## config.mk

```make
export PLATFORM = sky130hd
export DESIGN_NAME = prime_capacity_selector
export DESIGN_NICKNAME = d
export VERILOG_FILES = /design/src/rtl/pcs_pkg.sv /design/src/rtl/prime_capacity_selector.sv /design/src/rtl/pcs_mod_unit.sv
export VERILOG_INCLUDE_DIRS = /design/src /design/src/rtl
export SDC_FILE = /design/constraint.sdc
export NUM_CORES = 1
export LEC_CHECK = 0
export BUFFER_PORTS_ARGS = -buffer_cell sky130_fd_sc_hd__buf_2
export CORE_MARGIN = 5
export CORE_UTILIZATION = 40
export CTS_BUF_LIST = sky130_fd_sc_hd__clkbuf_4 sky130_fd_sc_hd__clkbuf_8
export CTS_CLUSTER_DIAMETER = 120
export CTS_CLUSTER_SIZE = 40
export DETAILED_ROUTE_END_ITERATION = 8
export GPL_TIMING_DRIVEN = 0
export PLACE_DENSITY = 0.57
export SLEW_MARGIN = 20
export SYNTH_ARGS = -nofsm -noshare
export SYNTH_HDL_FRONTEND = slang
export SYNTH_HIERARCHICAL = 1
export SYNTH_SLANG_ARGS = --single-unit
```

## constraint.sdc

```tcl
create_clock -name clk -period 16.85 [get_ports clk]
set_input_delay 0 -clock clk [delete_from_list [all_inputs] [get_ports clk]]
set_output_delay 0 -clock clk [all_outputs]
set_load 0.005 [all_outputs]
```

## src/rtl/prime_capacity_selector_defines.svh

```systemverilog
`ifndef PRIME_CAPACITY_SELECTOR_DEFINES_SVH
`define PRIME_CAPACITY_SELECTOR_DEFINES_SVH
// Assertion helpers; define ASSERT_OFF to drop them.
`ifndef ASSERT_OFF
`define PCS_ASSERT(lbl, prop, msg) \
	lbl: assert property (@(posedge clk) disable iff (!arst_n) prop) else $error(msg);
`define PCS_ASSERT_ALWAYS(lbl, prop, msg) \
	lbl: assert property (@(posedge clk) prop) else $error(msg);
`else
`define PCS_ASSERT(lbl, prop, msg)
`define PCS_ASSERT_ALWAYS(lbl, prop, msg)
`endif
`endif

```

## src/rtl/pcs_pkg.sv

```systemverilog
package pcs_pkg;

	localparam int TABLE_SIZE = 72;
	localparam logic [30:0] MAX_PRIME_RST = 31'd2146435069;
	localparam logic [30:0] TOP_31 = 31'h7FFF_FFFF;
	localparam logic [30:0] MIN_CAPACITY = 31'd3;
	localparam logic [30:0] TABLE_LAST = 31'd7199369;

	typedef enum logic [1:0] {
		CMD_TEST   = 2'd0,
		CMD_NEXT   = 2'd1,
		CMD_EXPAND = 2'd2,
		CMD_NONE   = 2'd3
	} cmd_t;

	typedef enum logic [2:0] {
		ST_IDLE,
		ST_DISPATCH,
		ST_LOOKUP,
		ST_SCAN,
		ST_CAND,
		ST_CHECK,
		ST_MODW,
		ST_OUT
	} state_t;

	typedef struct packed {
		logic [1:0]  command;
		logic [30:0] value;
	} item_t;

	typedef struct packed {
		logic [30:0] answer;
		logic        capped;
	} result_t;

	// request to the remainder unit
	typedef struct packed {
		logic        start;
		logic [30:0] dividend;
		logic [15:0] divisor;
	} mod_req_t;

	// capacity prime table, growing
	localparam logic [22:0] CAP_PRIMES [TABLE_SIZE] = '{
		23'd3, 23'd7, 23'd11, 23'd17, 23'd23, 23'd29, 23'd37, 23'd47, 23'd59,
		23'd71, 23'd89, 23'd107, 23'd131, 23'd163, 23'd197, 23'd239, 23'd293,
		23'd353, 23'd431, 23'd521, 23'd631, 23'd761, 23'd919, 23'd1103, 23'd1327,
		23'd1597, 23'd1931, 23'd2333, 23'd2801, 23'd3371, 23'd4049, 23'd4861,
		23'd5839, 23'd7013, 23'd8419, 23'd10103, 23'd12143, 23'd14591, 23'd17519,
		23'd21023, 23'd25229, 23'd30293, 23'd36353, 23'd43627, 23'd52361,
		23'd62851, 23'd75431, 23'd90523, 23'd108631, 23'd130363, 23'd156437,
		23'd187751, 23'd225307, 23'd270371, 23'd324449, 23'd389357, 23'd467237,
		23'd560689, 23'd672827, 23'd807403, 23'd968897, 23'd1162687,
		23'd1395263, 23'd1674319, 23'd2009191, 23'd2411033, 23'd2893249,
		23'd3471899, 23'd4166287, 23'd4999559, 23'd5999471, 23'd7199369
	};

endpackage

```

## src/rtl/prime_capacity_selector.sv

```systemverilog
// Channel  | Ports                 | Handshake
// ---------+-----------------------+------------------------------------
// item in  | start, busy, item     | word taken when start & !busy
// result   | strobe, result        | word valid for the one strobe cycle
// config   | cfg_we, cfg_data      | max_prime written when cfg_we
//
// One item at a time; busy is high from acceptance through the strobe cycle.
// Table lookups scan the capacity prime table; test and search use trial
// division by odd divisors from 3 upward in the shared remainder unit, one
// divisor at a time, until the divisor squared exceeds the candidate.
// Reset puts the sequencer idle and max_prime to 2146435069.
// The result cannot be stalled; it shows for exactly one cycle.
`include "prime_capacity_selector_defines.svh"

module prime_capacity_selector (
	input  logic             clk,
	input  logic             arst_n,
	input  logic             start,
	output logic             busy,
	input  pcs_pkg::item_t   item,
	output logic             strobe,
	output pcs_pkg::result_t result,
	input  logic             cfg_we,
	input  logic [30:0]      cfg_data
);

	pcs_pkg::state_t state_q, state_nx;
	pcs_pkg::cmd_t   cmd_q;
	pcs_pkg::mod_req_t mod_req;

	logic [30:0] max_prime_q;
	logic [30:0] val_q;
	logic [30:0] want_q;
	logic [30:0] cand_q;
	logic [15:0] d_q;
	logic [6:0]  idx_q;
	logic [30:0] ans_q;
	logic        capped_q;

	logic [31:0] dbl;
	logic        cap_hit;
	logic [31:0] sq;
	logic        sq_over;
	logic        mod_done;
	logic [15:0] mod_rem;
	logic [30:0] tab_val;

	// configuration register
	always_ff @(posedge clk or negedge arst_n) begin
		if (!arst_n) begin
			max_prime_q <= pcs_pkg::MAX_PRIME_RST;
		end else if (cfg_we) begin
			max_prime_q <= cfg_data;
		end
	end

	// shared compare terms
	assign dbl     = {val_q, 1'b0};
	assign cap_hit = (dbl > {1'b0, max_prime_q}) && ((max_prime_q > val_q) || dbl[31]);
	assign sq      = d_q * d_q;
	assign sq_over = sq > {1'b0, cand_q};
	assign tab_val = {8'd0, pcs_pkg::CAP_PRIMES[idx_q]};

	// next state
	always_comb begin
		state_nx = state_q;
		unique case (state_q)
			pcs_pkg::ST_IDLE: begin
				if (start) state_nx = pcs_pkg::ST_DISPATCH;
			end
			pcs_pkg::ST_DISPATCH: begin
				unique case (cmd_q)
					pcs_pkg::CMD_TEST: begin
						state_nx = val_q[0] ? pcs_pkg::ST_CHECK : pcs_pkg::ST_OUT;
					end
					pcs_pkg::CMD_NEXT: state_nx = pcs_pkg::ST_LOOKUP;
					pcs_pkg::CMD_EXPAND: begin
						state_nx = cap_hit ? pcs_pkg::ST_OUT : pcs_pkg::ST_LOOKUP;
					end
					default: state_nx = pcs_pkg::ST_OUT;
				endcase
			end
			pcs_pkg::ST_LOOKUP: begin
				priority if (want_q <= pcs_pkg::MIN_CAPACITY) state_nx = pcs_pkg::ST_OUT;
				else if (want_q > pcs_pkg::TABLE_LAST) state_nx = pcs_pkg::ST_CAND;
				else state_nx = pcs_pkg::ST_SCAN;
			end
			pcs_pkg::ST_SCAN: begin
				if (tab_val >= want_q) state_nx = pcs_pkg::ST_OUT;
			end
			pcs_pkg::ST_CAND: begin
				state_nx = (cand_q == pcs_pkg::TOP_31) ? pcs_pkg::ST_OUT : pcs_pkg::ST_CHECK;
			end
			pcs_pkg::ST_CHECK: begin
				state_nx = sq_over ? pcs_pkg::ST_OUT : pcs_pkg::ST_MODW;
			end
			pcs_pkg::ST_MODW: begin
				if (mod_done) begin
					priority if (mod_rem != 16'd0) state_nx = pcs_pkg::ST_CHECK;
					else if (cmd_q == pcs_pkg::CMD_TEST) state_nx = pcs_pkg::ST_OUT;
					else state_nx = pcs_pkg::ST_CAND;
				end
			end
			pcs_pkg::ST_OUT: state_nx = pcs_pkg::ST_IDLE;
			default: state_nx = pcs_pkg::ST_IDLE;
		endcase
	end

	// outputs
	always_comb begin
		busy             = (state_q != pcs_pkg::ST_IDLE);
		strobe           = (state_q == pcs_pkg::ST_OUT);
		mod_req.start    = (state_q == pcs_pkg::ST_CHECK) && !sq_over;
		mod_req.dividend = cand_q;
		mod_req.divisor  = d_q;
		result.answer    = ans_q;
		result.capped    = capped_q;
	end

	always_ff @(posedge clk or negedge arst_n) begin
		if (!arst_n) begin
			state_q <= pcs_pkg::ST_IDLE;
		end else begin
			state_q <= state_nx;
		end
	end

	// datapath per state
	always_ff @(posedge clk) begin
		unique case (state_q)
			pcs_pkg::ST_IDLE: begin
				if (start) begin
					cmd_q    <= pcs_pkg::cmd_t'(item.command);
					val_q    <= item.value;
					capped_q <= 1'b0;
					ans_q    <= '0;
				end
			end
			pcs_pkg::ST_DISPATCH: begin
				cand_q <= val_q;
				d_q    <= 16'd3;
				want_q <= val_q;
				unique case (cmd_q)
					pcs_pkg::CMD_TEST: ans_q <= {30'd0, val_q == 31'd2};
					pcs_pkg::CMD_EXPAND: begin
						want_q <= dbl[30:0];
						if (cap_hit) begin
							ans_q    <= max_prime_q;
							capped_q <= 1'b1;
						end
					end
					default: ;
				endcase
			end
			pcs_pkg::ST_LOOKUP: begin
				ans_q  <= pcs_pkg::MIN_CAPACITY;
				idx_q  <= '0;
				cand_q <= want_q | 31'd1;
			end
			pcs_pkg::ST_SCAN: begin
				ans_q <= tab_val;
				idx_q <= idx_q + 7'd1;
			end
			pcs_pkg::ST_CAND: begin
				ans_q <= max_prime_q;
				d_q   <= 16'd3;
			end
			pcs_pkg::ST_CHECK: begin
				ans_q <= (cmd_q == pcs_pkg::CMD_TEST) ? 31'd1 : cand_q;
			end
			pcs_pkg::ST_MODW: begin
				if (mod_done) begin
					d_q <= d_q + 16'd2;
					if (mod_rem == 16'd0) begin
						ans_q  <= '0;
						cand_q <= cand_q + 31'd2;
					end
				end
			end
			pcs_pkg::ST_OUT: ;
			default: ;
		endcase
	end

	pcs_mod_unit u_mod (
		.clk    (clk),
		.arst_n (arst_n),
		.req    (mod_req),
		.done   (mod_done),
		.rem    (mod_rem)
	);

	`PCS_ASSERT(a_accept_busy, (start && !busy) |=> busy, "accepted word did not raise busy")
	`PCS_ASSERT(a_strobe_once, strobe |=> !strobe && !busy, "result strobe not a single cycle")
	`PCS_ASSERT(a_done_in_wait, mod_done |-> (state_q == pcs_pkg::ST_MODW), "remainder done outside wait")
	`PCS_ASSERT_ALWAYS(a_reset_idle, !arst_n |-> !busy, "busy during reset")

endmodule

```

## src/rtl/pcs_mod_unit.sv

```systemverilog
// Bit-serial restoring remainder: 31 steps, one dividend bit per cycle.
module pcs_mod_unit (
	input  logic             clk,
	input  logic             arst_n,
	input  pcs_pkg::mod_req_t req,
	output logic             done,
	output logic [15:0]      rem
);

	logic [15:0] rem_q;
	logic [30:0] dvd_q;
	logic [15:0] dsr_q;
	logic [4:0]  cnt_q;
	logic        run_q;
	logic        done_q;
	logic [16:0] trial;

	// shift in next dividend bit
	assign trial = {rem_q, dvd_q[30]};

	always_ff @(posedge clk or negedge arst_n) begin
		if (!arst_n) begin
			run_q  <= 1'b0;
			done_q <= 1'b0;
			cnt_q  <= '0;
		end else if (req.start) begin
			run_q  <= 1'b1;
			done_q <= 1'b0;
			cnt_q  <= 5'd31;
		end else if (run_q) begin
			cnt_q <= cnt_q - 5'd1;
			if (cnt_q == 5'd1) begin
				run_q  <= 1'b0;
				done_q <= 1'b1;
			end
		end else begin
			done_q <= 1'b0;
		end
	end

	// datapath
	always_ff @(posedge clk) begin
		if (req.start) begin
			rem_q <= '0;
			dvd_q <= req.dividend;
			dsr_q <= req.divisor;
		end else if (run_q) begin
			if (trial >= {1'b0, dsr_q}) begin
				rem_q <= 16'(trial - {1'b0, dsr_q});
			end else begin
				rem_q <= trial[15:0];
			end
			dvd_q <= {dvd_q[29:0], 1'b0};
		end
	end

	assign done = done_q;
	assign rem  = rem_q;

endmodule
```

# == Word-level counts from Yosys, hierarchy flattened ==
# Memory sizes are Yosys's and may differ from the RTL's.
# Cells that the tools add are included.
# op_classes
addsub,5
multipliers,1
n_lt_le_gt_ge,8
n_eq_ne,21
n_mux,44
bitwise_logic,1
reduce_logical,22
# ops
cell,count
two-way mux 31 bit,10
case mux 31 bit (7 select lines),1
case mux 31 bit (3 select lines),1
greater-than comparator 32 x 31 -> 1 bit,2
case mux 31 bit (2 select lines),1
two-way mux 23 bit,2
multiplier 16 x 16 -> 32 bit,1
two-way mux 16 bit,2
case mux 16 bit (2 select lines),1
"adder 31 x 2 -> 31 bit, second input constant",1
"equality test 31 x 2 -> 1 bit, second input constant",1
"equality test 31 bit, second input constant",1
greater-or-equal comparator 23 x 31 -> 1 bit,1
"greater-than comparator 31 x 23 -> 1 bit, second input constant",1
greater-than comparator 31 bit,1
"less-or-equal comparator 31 x 2 -> 1 bit, second input constant",1
case mux 3 bit (8 select lines),1
two-way mux 3 bit,6
greater-or-equal comparator 17 x 16 -> 1 bit,1
"adder 16 x 2 -> 16 bit, second input constant",1
logical NOT 16 bit,1
nonzero test 16 bit,1
subtractor 16 bit,1
case mux 7 bit (2 select lines),1
31 further kinds,61
# word_totals
register_bits,254
rom_bits,2944
out_inout_bits,34
word_cells,120
n_memories,1
# memory_table
name,words,width,read_ports,rd_clocked_by_memory_dff,write_ports,line_no,text
(name not given),128,23,1,0,0,prime_capacity_selector.sv:62,"assign tab_val = {8'd0, pcs_pkg::CAP_PRIMES[idx_q]};"

# == Logic depth before layout (Yosys ltp) ==
# Gate-level depths: netlist of the first run.
# logic_depth
depth_word,7
depth_mapped,39

# == Modules after synthesis ==
# The synthesis of the first run kept the hierarchy.
# modules_own_cells
module,instances,cells_each,area_each_um2
prime_capacity_selector,1,2297,20310.7
pcs_mod_unit,1,349,3900.0

# == Worst setup path after synthesis of the first run ==
# OpenSTA, ideal clock, no wires.
# synth_path
path_type,reg2reg
start,register d_q[1]
end,"register u_mod.dvd_q[0], enable pin"
setup_ns,0.386
arrival_time_ns,9.313
slack_ns,7.151
stages_incl_launch_ff,34
period_less_slack_ns,9.699
cell_sequence,edfxtp_1 > clkbuf_1 > clkbuf_1 > nand2_1 > fa_1 > inv_1 > fa_1 > fa_1 > fa_1 > fa_1 > inv_1 > fa_1 > inv_1 > ha_1 > a21o_1 > a21o_1 > a21oi_1 > nor2b_1 > a311oi_1 > nand2b_1 > a31oi_1 > xnor2_1 > ha_1 > nand4_1 > or4_1 > nor4_1 > a41oi_1 > o31ai_1 > and4_1 > and3_1 > clkbuf_1 > nor2_1 > clkbuf_1 > inv_1
# synth_lines
item,line_no,text
start: declaration,prime_capacity_selector.sv:35,logic [15:0] d_q;
start signal: assignment,prime_capacity_selector.sv:173,d_q <= d_q + 16'd2;
end signal: assignment,pcs_mod_unit.sv:45,dvd_q <= req.dividend;
end signal: assignment,pcs_mod_unit.sv:53,"dvd_q <= {dvd_q[29:0], 1'b0};"
end: declaration,pcs_mod_unit.sv:11,logic [30:0] dvd_q;

==> qor.txt, run 1 <==
RSZ-0062 raised after global routing: no
Critical path's top delay family: adder cells
Routed wire length: 77370 um
Initial antenna violation count: 2
Mapped Cells: 2646
Arrival time worst endpoint: 12.39 ns
Slew margin rel.: 41.85%
CP Class: reg2reg
Largest net degree at the start of global routing: 42
Status: finished clean
Critical Path Most Common Cell: fa_1
DRC Markers: 0
Hold slack: 0.02220 ns
Sequential share of the synthesized area: 30.02%
Final setup fails: 0
DRT iter0 DRCs: 2142
I/O Pins: 102
Final clock skew: 0.08239 ns
CP required: 17.06 ns
Ys Warns: 6
Post-route ant nets: 0
Area Growth Syn to Fin: 10.85%
R2r setup slk: 4.67 ns
Commonest non-fill, non-tap cell in the layout: inv_1
Row count: 90
Slowest stage delay, CP: 0.73 ns
Top-area cell type share of the netlist area: 24.31%
Post-DP HPWL: 62010 um
Hold wc startpoint: cfg_we
Syn nets: 3128
Clk slew on worst S/H paths: 0.23 ns
CTS Buffer Depth: 3
R2R Path End: u_mod/dvd_q[29]$_DFFE_PP_
Crit path max-delay cell type: and3_1
Vias in the first global route: 20702
Max FO, Critical Path: 32
Achievable clock frequency: 0.08209 GHz
Clk Latency, worst-skew pair: 0.62 ns
First-pass GRT wire length: 119400 um
Synth Flop Type: edfxtp_1
Number of max-cap violations: 0
Most frequent cells in the layout: inv_1, nand2_1, ha_1
Cell taking the most area after synthesis: edfxtp_1
Hold depth: 4
Mapped cell area: 24210 um^2
CTS Sinks: 253
Setup bufs post-CTS: 0
TritonCTS clock tree: done
Post-Syn Area per Cell: 9.150 um^2
Slew @ Worst Pin: 0.8723 ns
Final core utilization: 44.63%
Ranking of synthesized cells by area: edfxtp_1, fa_1, ha_1
Initial Utilization: 40.26%
I/O Buffers: 100
Wirelength per Cell: 21.36 um
Synth cell types: 92
Final min period: 12.18 ns
Buffers & Inverters on Critical Path: 8
CP endpoint kind: flip-flop
Setup crit start kind: flip-flop
Die area: 65550 um^2
Total core area: 60130 um^2
Setup TNS: 0 ns
Seq cells post-synth: 253
H-Tree Depth: 1
RePlAce Congestion: 0.9836
Cts bufs inserted: 12
Async S/R FF share, synth: 16.21%
Hold Crit Endpoint: max_prime_q[22]$_DFFE_PN1P_
Nets@finish: 3317
Tcrit/Tclk final: 72.29%
Share of cells above drive strength 1: 8.448%
Post-synth EDFFs: 196
Slew Viols, Final: 0
R2r startpoint: d_q[1]$_SDFFCE_PN1P_
Die W: 256.0 um
Vias: 20545
Final instance area: 26840 um^2
Via density: 5.671
Final hold vios: 0
Iteration count of the initial detailed-routing pass: 6
Root Buffer: clkbuf_8
Area after DPL: 25840 um^2
GR Util All Layers: 22.75%
Min-Delay Path Class: in2reg
R2R depth: 33
Gr ovfl total: 0
Antenna cells: 0
Die Y: 256.0 um
stage by stage:
| stage | worst slack, ns | std cells |
|---|---|---|
| final | 4.668 | 3623 |
| after global routing | 4.042 | 3623 |
| after CTS | 4.609 | 3622 |
| after detailed placement | 4.644 | 3534 |
| after global placement | 4.450 | 3528 |
| after floorplan | 7.151 | 2646 |
what timing repair did:
item	CTS	global route
resized for setup	0	0
hold buffers	68	1
endpoints found under the setup margin	0	0
endpoints found under the hold margin	82	2
metal layers:
metal / GRT usage (%) / share of wire (%)
met5: 0 / 0.022
met4: 5.847 / 2.7
met3: 3.936 / 7.7
met2: 36.83 / 45
met1: 31.86 / 44
how the worst max path moves through the flow:
stage / cells after the start / to / from / slack [ns]
floorplan: 33 / u_mod/dvd_q[0]$_SDFFCE_PN0P_ / d_q[1]$_SDFFCE_PN1P_ / 7.15
finish: 33 / u_mod/dvd_q[29]$_DFFE_PP_ / d_q[1]$_SDFFCE_PN1P_ / 4.67
global route: 37 / u_mod/rem[2]$_SDFFE_PP0P_ / d_q[10]$_SDFFCE_PN0P_ / 4.04
global placement: 36 / u_mod/dvd_q[26]$_DFFE_PP_ / d_q[10]$_SDFFCE_PN0P_ / 4.45
detailed placement: 36 / u_mod/dvd_q[26]$_DFFE_PP_ / d_q[10]$_SDFFCE_PN0P_ / 4.64
CTS: 36 / u_mod/dvd_q[20]$_DFFE_PP_ / d_q[10]$_SDFFCE_PN0P_ / 4.61
worst min-delay path, stage by stage:
cell      delay (ns)
clkbuf_1        0.21
clkbuf_1        0.29
nand2_1         0.10
o21ai_0         0.07
registers in the layout, summed over array words and instances (netlist names):
signal and flops:
ans_q 31, cand_q 31, max_prime_q 31, u_mod/dvd_q 31, val_q 31, want_q 31
u_mod/dsr_q 16, u_mod/rem 16, d_q 15, idx_q 7, u_mod/cnt_q 5, state_q 3
cmd_q 2, capped_q 1, u_mod/done 1, u_mod/run_q 1
cells by family (layout without fill, tap and decap cells):
logic type      Yosys count  in the layout  synth area share [%]
compound gates          568            568                 15.23
fa+ha+maj               415            415                 26.52
flops                   253            253                 30.02
simple gates            750            750                 14.62
xor+xnor                 95             95                 3.437
other cells               1              1               0.01549
buf+inv                 526            721                 8.269
mux                      38             38                 1.886
layout make-up:
class / instances / area, um^2
fillers: 5886 / 33300
multi-input cells: 1867 / 14990
flip-flops and latches: 253 / 7268
inverters: 405 / 1521
repair buffers: 175 / 1294
well taps: 782 / 978.4
plain buffers: 121 / 481.7
clock buffers: 13 / 178.9
clock inverters: 7 / 128.9
Yosys cell counts (all sizes together), types with 18 or more instances:
cell type	instances
nand2b	24
o31ai	20
buf	22
nor2b	22
a211oi	19
nor3	33
a222oi	21
nand2	285
mux2	31
ha	250
edfxtp	196
a21oi	124
nand3	52
clkbuf	99
xnor2	77
o21ai	180
a31oi	27
dfstp	29
nor4	29
o211ai	24
inv	396
and2	27
nand4	44
fa	164
nor2	176
a21o	30
xor2	18
Power of run 1 is left out: the tool's default activity adds up to more than one toggle a clock period on the data nets, which glitch-free logic cannot reach.
==> run 2, diff against run 1 <==
--- a/config.mk
+++ b/config.mk
@@ -14,7 +14,7 @@
 export CTS_CLUSTER_SIZE = 40
 export DETAILED_ROUTE_END_ITERATION = 8
 export GPL_TIMING_DRIVEN = 0
-export PLACE_DENSITY = 0.57
+export PLACE_DENSITY = 0.59
 export SLEW_MARGIN = 20
 export SYNTH_ARGS = -nofsm -noshare
 export SYNTH_HDL_FRONTEND = slang
==> constraint.sdc (replaced) <==
create_clock -name clk -period 10.9 [get_ports clk]
set_input_delay 0 -clock clk [delete_from_list [all_inputs] [get_ports clk]]
set_output_delay 0 -clock clk [all_outputs]
set_load 0.005 [all_outputs]
==> run 2 against run 1 <==
Net effect:
- routed wire length about the same
- die area stayed put
- critical path type unchanged
- setup slack lost 4.1 ns
- first-iteration DRC count stayed put
==> qor.txt, run 2 (synthesis results as in run 1) <==
Status: finished clean (unchanged)
Antenna cells: 0 (unchanged)
Setup TNS: 0 ns (unchanged)
Vias: 20463 (was 20545)
Routed wire length: 77330 um (was 77370 um)
CP Class: reg2reg (unchanged)
Share of cells above drive strength 1: 8.982% (was 8.448%)
Area after DPL: 25810 um^2 (was 25840 um^2)
Clk slew on worst S/H paths: 0.22 ns (was 0.23 ns)
First-pass GRT wire length: 120500 um (was 119400 um)
R2r startpoint: d_q[14]$_SDFFCE_PN0P_ (was d_q[1]$_SDFFCE_PN1P_)
Largest net degree at the start of global routing: 42 (unchanged)
CTS Sinks: 253 (unchanged)
Cts bufs inserted: 11 (was 12)
Via density: 5.651 (was 5.671)
Final instance area: 26810 um^2 (was 26840 um^2)
Die area: 65550 um^2 (unchanged)
Slew Viols, Final: 0 (unchanged)
Max FO, Critical Path: 32 (unchanged)
Slew margin rel.: 27.20% (was 41.85%)
Post-DP HPWL: 61970 um (was 62010 um)
Final setup fails: 0 (unchanged)
Arrival time worst endpoint: 10.55 ns (was 12.39 ns)
R2R depth: 31 (was 33)
Area Growth Syn to Fin: 10.73% (was 10.85%)
TritonCTS clock tree: done (unchanged)
Final min period: 10.30 ns (was 12.18 ns)
Critical Path Most Common Cell: fa_1 (unchanged)
Row count: 90 (unchanged)
Min-Delay Path Class: in2reg (unchanged)
RePlAce Congestion: 0.9695 (was 0.9836)
Most frequent cells in the layout: inv_1, nand2_1, ha_1 (unchanged)
Root Buffer: clkbuf_8 (unchanged)
CP endpoint kind: flip-flop (unchanged)
Crit path launch: d_q[14]$_SDFFCE_PN0P_ (was d_q[1]$_SDFFCE_PN1P_)
Nets@finish: 3317 (unchanged)
DRT iter0 DRCs: 2142 (unchanged)
Setup crit start kind: flip-flop (unchanged)
Number of max-cap violations: 0 (unchanged)
I/O Pins: 102 (unchanged)
R2R Path End: u_mod/dvd_q[23]$_DFFE_PP_ (was u_mod/dvd_q[29]$_DFFE_PP_)
Gr ovfl total: 0 (unchanged)
Initial antenna violation count: 0 (was 2)
Slew @ Worst Pin: 1.078 ns (was 0.8723 ns)
Achievable clock frequency: 0.09705 GHz (was 0.08209 GHz)
GR Util All Layers: 22.90% (was 22.75%)
Slowest stage delay, CP: 0.56 ns (was 0.73 ns)
Iteration count of the initial detailed-routing pass: 6 (unchanged)
DRC Markers: 0 (unchanged)
Place WS: -1.200 ns (was 4.644 ns)
Cell count after placement: 3533 (was 3534)
Clk Latency, worst-skew pair: 0.61 ns (was 0.62 ns)
Setup crit end: u_mod/dvd_q[23]$_DFFE_PP_ (was u_mod/dvd_q[29]$_DFFE_PP_)
RSZ-0062 raised after global routing: no (unchanged)
Initial Utilization: 40.26% (unchanged)
Total core area: 60130 um^2 (unchanged)
Setup ws final: 0.5956 ns (was 4.668 ns)
Non-Filler Instances: 3621 (was 3623)
H-Tree Depth: 1 (unchanged)
Post-route ant nets: 0 (unchanged)
R2r setup slk: 0.60 ns (was 4.67 ns)
CTS Buffer Depth: 3 (unchanged)
Final clock skew: 0.07135 ns (was 0.08239 ns)
Die Y: 256.0 um (unchanged)
Tcrit/Tclk final: 94.54% (was 72.29%)
CP required: 11.15 ns (was 17.06 ns)
Final hold vios: 0 (unchanged)
Die W: 256.0 um (unchanged)
Commonest non-fill, non-tap cell in the layout: inv_1 (unchanged)
Vias in the first global route: 21036 (was 20702)
Wirelength per Cell: 21.36 um (about the same)
Crit path max-delay cell type: or4_1 (was and3_1)
I/O Buffers: 100 (unchanged)
run 2: cell types whose count changed in the layout (fill, tap and decap cells not counted), sizes merged:
cell / previous run / this run
buf: 128 / 130
clkinv: 11 / 10
clkbuf: 112 / 110
inv: 400 / 398
clkinvlp: 0 / 1
run 2: critical path: cells and delay by family, from the launching register on:
family	cells	cell delay [ns]
fa+ha+maj	8	3.81
simple gates	10	2.49
buf+inv	6	1.67
compound gates	6	1.22
flops	1	0.54
xor+xnor	1	0.17
run 2: how the worst min path moves through the flow:
stage	startpoint	cells past startpoint	end
4_1_cts	cfg_we	4	max_prime_q[4]$_DFFE_PN1P_
5_1_grt	cfg_we	4	max_prime_q[30]$_DFFE_PN1P_
3_5_place_dp	item[17]	1	val_q[17]$_DFFE_PP_
3_3_place_gp	item[16]	1	val_q[16]$_DFFE_PP_
6_report	cfg_we	4	max_prime_q[4]$_DFFE_PN1P_
2_1_floorplan	arst_n	0	max_prime_q[1]$_DFFE_PN0P_
run 2: cell type report:
cell class / count / area [um^2]
tap: 782 / 978.4
clock buffer: 12 / 158.9
inverter: 405 / 1543
sequential: 253 / 7268
fill: 5864 / 33320
buffer: 120 / 493.0
clock inverter: 5 / 78.83
multi-input combinational: 1867 / 14990
timing repair buffer: 177 / 1296
run 2: repair_timing:
action / CTS / global route
cloned: 0 / 0
pin swaps: 0 / 0
buffers inserted: 1 / 2
gates resized for setup: 10 / 19
hold buffers: 68 / 1
hold endpoints to repair: 88 / 10
endpoints found under the setup margin: 85 / 73
run 2: metal layers:
| layer | track usage (%) | vias up | wire length [um] |
|---|---|---|---|
| met5 | 0 | - | 0 |
| li1 | - | 9519 | - |
| met4 | 5.697 | 0 | 2182 |
| met1 | 32.26 | 10019 | 34010 |
| met2 | 37.86 | 793 | 35660 |
| met3 | 2.762 | 132 | 5486 |
run 2: stage by stage:
stage,hold WS (ns),util [%]
after floorplan,-0.2956,-
after global placement,0.1762,42.72
after detailed placement,0.1781,42.92
after CTS,0.04209,44.48
after global routing,0.07813,44.58
final,0.03889,44.58
Power of run 2 is left out for the same reason.
==> run 3, diff against run 2 <==
--- a/config.mk
+++ b/config.mk
@@ -6,6 +6,7 @@
 export SDC_FILE = /design/constraint.sdc
 export NUM_CORES = 1
 export LEC_CHECK = 0
+export ABC_AREA = 1
 export BUFFER_PORTS_ARGS = -buffer_cell sky130_fd_sc_hd__buf_2
 export CORE_MARGIN = 5
 export CORE_UTILIZATION = 40
==> run 3 against run 2 <==
Net effect:
- non-clock buffer count shrank 34
- core utilization grew 0.24 points
- clock skew shrank 0.0015 ns
- count of clock-buffer cells in the layout grew 2
- cell area grew 1.3%
- flip-flop and latch count is the same
- via count grew 2.6%
- first-iteration DRC count shrank 22%
- final cell count grew 11%
- largest cell class unchanged
==> qor.txt, run 3 <==
Final instance area: 27150 um^2 (was 26810 um^2)
Slowest stage delay, CP: 0.63 ns (was 0.56 ns)
Async S/R FF share, synth: 16.21% (unchanged)
Gr ovfl total: 0 (unchanged)
Most common cell in the netlist: nand2_1 (was inv_1)
I/O Pins: 102 (unchanged)
Routed wire length: 76050 um (was 77330 um)
Ranking of synthesized cells by area: edfxtp_1, fa_1, ha_1 (unchanged)
Post-route ant nets: 0 (unchanged)
Achievable clock frequency: 0.1019 GHz (was 0.09705 GHz)
Tcrit/Tclk final: 90.05% (was 94.54%)
Arrival time worst endpoint: 10.14 ns (was 10.55 ns)
Sequential share of the synthesized area: 29.58% (was 30.02%)
Max FO, Critical Path: 10 (was 32)
GR Util All Layers: 22.57% (was 22.90%)
Most frequent cells in the layout: nand2_1, inv_1, ha_1 (was inv_1, nand2_1, ha_1)
Top-area cell type share of the netlist area: 23.96% (was 24.31%)
Root Buffer: clkbuf_8 (unchanged)
Post-Syn Area per Cell: 8.105 um^2 (was 9.150 um^2)
Vias in the first global route: 20832 (was 21036)
Commonest non-fill, non-tap cell in the layout: nand2_1 (was inv_1)
Clk Latency, worst-skew pair: 0.61 ns (about the same)
RSZ-0062 raised after global routing: no (unchanged)
CP required: 11.23 ns (was 11.15 ns)
Synth Flop Type: edfxtp_1 (unchanged)
H-Tree Depth: 1 (unchanged)
Final clock skew: 0.06981 ns (was 0.07135 ns)
Status: finished clean (unchanged)
DRC Markers: 0 (unchanged)
Setup TNS: 0 ns (unchanged)
Mapped cell area: 24570 um^2 (was 24210 um^2)
Area Growth Syn to Fin: 10.53% (was 10.73%)
Synth cell types: 77 (was 92)
Final hold vios: 0 (unchanged)
Number of gates resized after cts: 0 (was 10)
CTS Sinks: 253 (unchanged)
RePlAce Congestion: 0.9868 (was 0.9695)
Ys Warns: 6 (unchanged)
Largest net degree at the start of global routing: 42 (unchanged)
Post-DP HPWL: 62080 um (was 61970 um)
Die Y: 257.8 um (was 256.0 um)
Cell taking the most area after synthesis: edfxtp_1 (unchanged)
Vias: 21003 (was 20463)
CTS Buffer Depth: 3 (unchanged)
Crit path max-delay cell type: edfxtp_1 (was or4_1)
Iteration count of the initial detailed-routing pass: 5 (was 6)
Setup crit start kind: flip-flop (unchanged)
Fillers: 6189 (was 5864)
Row count: 90 (unchanged)
Initial antenna violation count: 1 (was 0)
Min-Delay Path Class: in2reg (unchanged)
Slew @ Worst Pin: 0.9833 ns (was 1.078 ns)
Number of max-cap violations: 0 (unchanged)
CP Class: reg2reg (unchanged)
I/O Buffers: 100 (unchanged)
Slew margin rel.: 34.21% (was 27.20%)
DRT iter0 DRCs: 1681 (was 2142)
CP endpoint kind: flip-flop (unchanged)
Seq cells post-synth: 253 (unchanged)
Wirelength per Cell: 18.97 um (was 21.36 um)
Critical Path Most Common Cell: nand2_1 (was fa_1)
Slew Viols, Final: 0 (unchanged)
Die W: 257.8 um (was 256.0 um)
Via density: 5.240 (was 5.651)
Clk slew on worst S/H paths: 0.24 ns (was 0.22 ns)
Mapped Cells: 3031 (was 2646)
Final min period: 9.816 ns (was 10.30 ns)
Post-synth EDFFs: 196 (unchanged)
TritonCTS clock tree: done (unchanged)
Final setup fails: 0 (unchanged)
Share of cells above drive strength 1: 8.308% (was 8.982%)
Syn nets: 3513 (was 3128)
Initial Utilization: 40.55% (was 40.26%)
Hold slack: 0.04375 ns (was 0.03889 ns)
R2r setup slk: 1.08 ns (was 0.60 ns)
Nets@finish: 3702 (was 3317)
Cts bufs inserted: 12 (was 11)
Total core area: 60580 um^2 (was 60130 um^2)
Die area: 66470 um^2 (was 65550 um^2)
Synth top cells by count: nand2_1, inv_1, ha_1 (was inv_1, nand2_1, ha_1)
Area after DPL: 26190 um^2 (was 25810 um^2)
First-pass GRT wire length: 119500 um (was 120500 um)
Antenna cells: 0 (unchanged)
==> run 3: per-stage QoR <==
step / worst slack, ns / std cells / utilization (%)
2_1_floorplan: 2.010 / 3031 / -
3_3_place_gp: -0.3708 / 3913 / 42.99
3_5_place_dp: 1.217 / 3919 / 43.23
4_1_cts: 1.182 / 4007 / 44.80
5_1_grt: 0.4767 / 4008 / 44.82
6_report: 1.084 / 4008 / 44.82
==> run 3: critical path, delay by kind of cell (launching register included) <==
family	cells	cell delay, ns
and+or+nand+nor	13	1.35
adders and majority gates	8	3.85
AOI/OAI and AO/OA	7	1.34
xor gates and xnor gates	1	0.15
buffers and inverters	9	2.27
DFF	1	0.63
==> run 3: what timing repair did <==
| action | CTS | global route |
|---|---|---|
| buffers inserted | 0 | 0 |
| hold buffers | 68 | 1 |
| hold endpoints to repair | 88 | 4 |
| setup endpoints to repair | 0 | 0 |
==> run 3: cell families (layout without fill, tap and decap cells) <==
group / after synthesis / after routing / share of synthesized area [%]
DFF: 253 / 253 / 29.58
other: 1 / 1 / 0.01526
AOI/OAI and AO/OA: 487 / 487 / 11.75
and+or+nand+nor: 1116 / 1116 / 19.72
adders and majority gates: 414 / 414 / 26.10
buffers and inverters: 711 / 906 / 11.08
xor gates and xnor gates: 49 / 49 / 1.747
==> run 3: final timing paths <==
kind / startpoint / end / depth (start not counted)
setup / recovery: d_q[9]$_SDFFCE_PN0P_ / u_mod/dvd_q[20]$_DFFE_PP_ / 38
hold / removal: cfg_we / max_prime_q[9]$_DFFE_PN1P_ / 4
setup reg to reg: d_q[9]$_SDFFCE_PN0P_ / u_mod/dvd_q[20]$_DFFE_PP_ / 38
hold reg to reg: u_mod/rem[14]$_SDFFE_PP0P_ / u_mod/rem[14]$_SDFFE_PP0P_ / 2
max in group asynchronous: arst_n / state_q[1]$_DFFE_PN0P_ / 3
min in group asynchronous: arst_n / max_prime_q[20]$_DFFE_PN0P_ / 3
==> run 3: cell type report <==
class	instances	area, um^2	share of cell area (%)
sequential	253	7268	26.77
clock inverter	6	77.57	0.2857
clock buffer	14	192.7	0.7096
tap	782	978.4	3.603
timing repair buffer	175	1304	4.801
buffer	88	381.6	1.405
multi-input combinational	2067	14610	53.81
inverter	623	2341	8.621
==> run 3: layer usage <==
layer / track usage [%] / up-vias / share of wire (%)
met1: 32.91 / 10035 / 46
li1: - / 10210 / -
met5: 0 / - / 0.017
met4: 4.672 / 2 / 2.2
met3: 2.970 / 101 / 6.5
met2: 36.29 / 655 / 45
Power of run 3 is left out for the same reason.
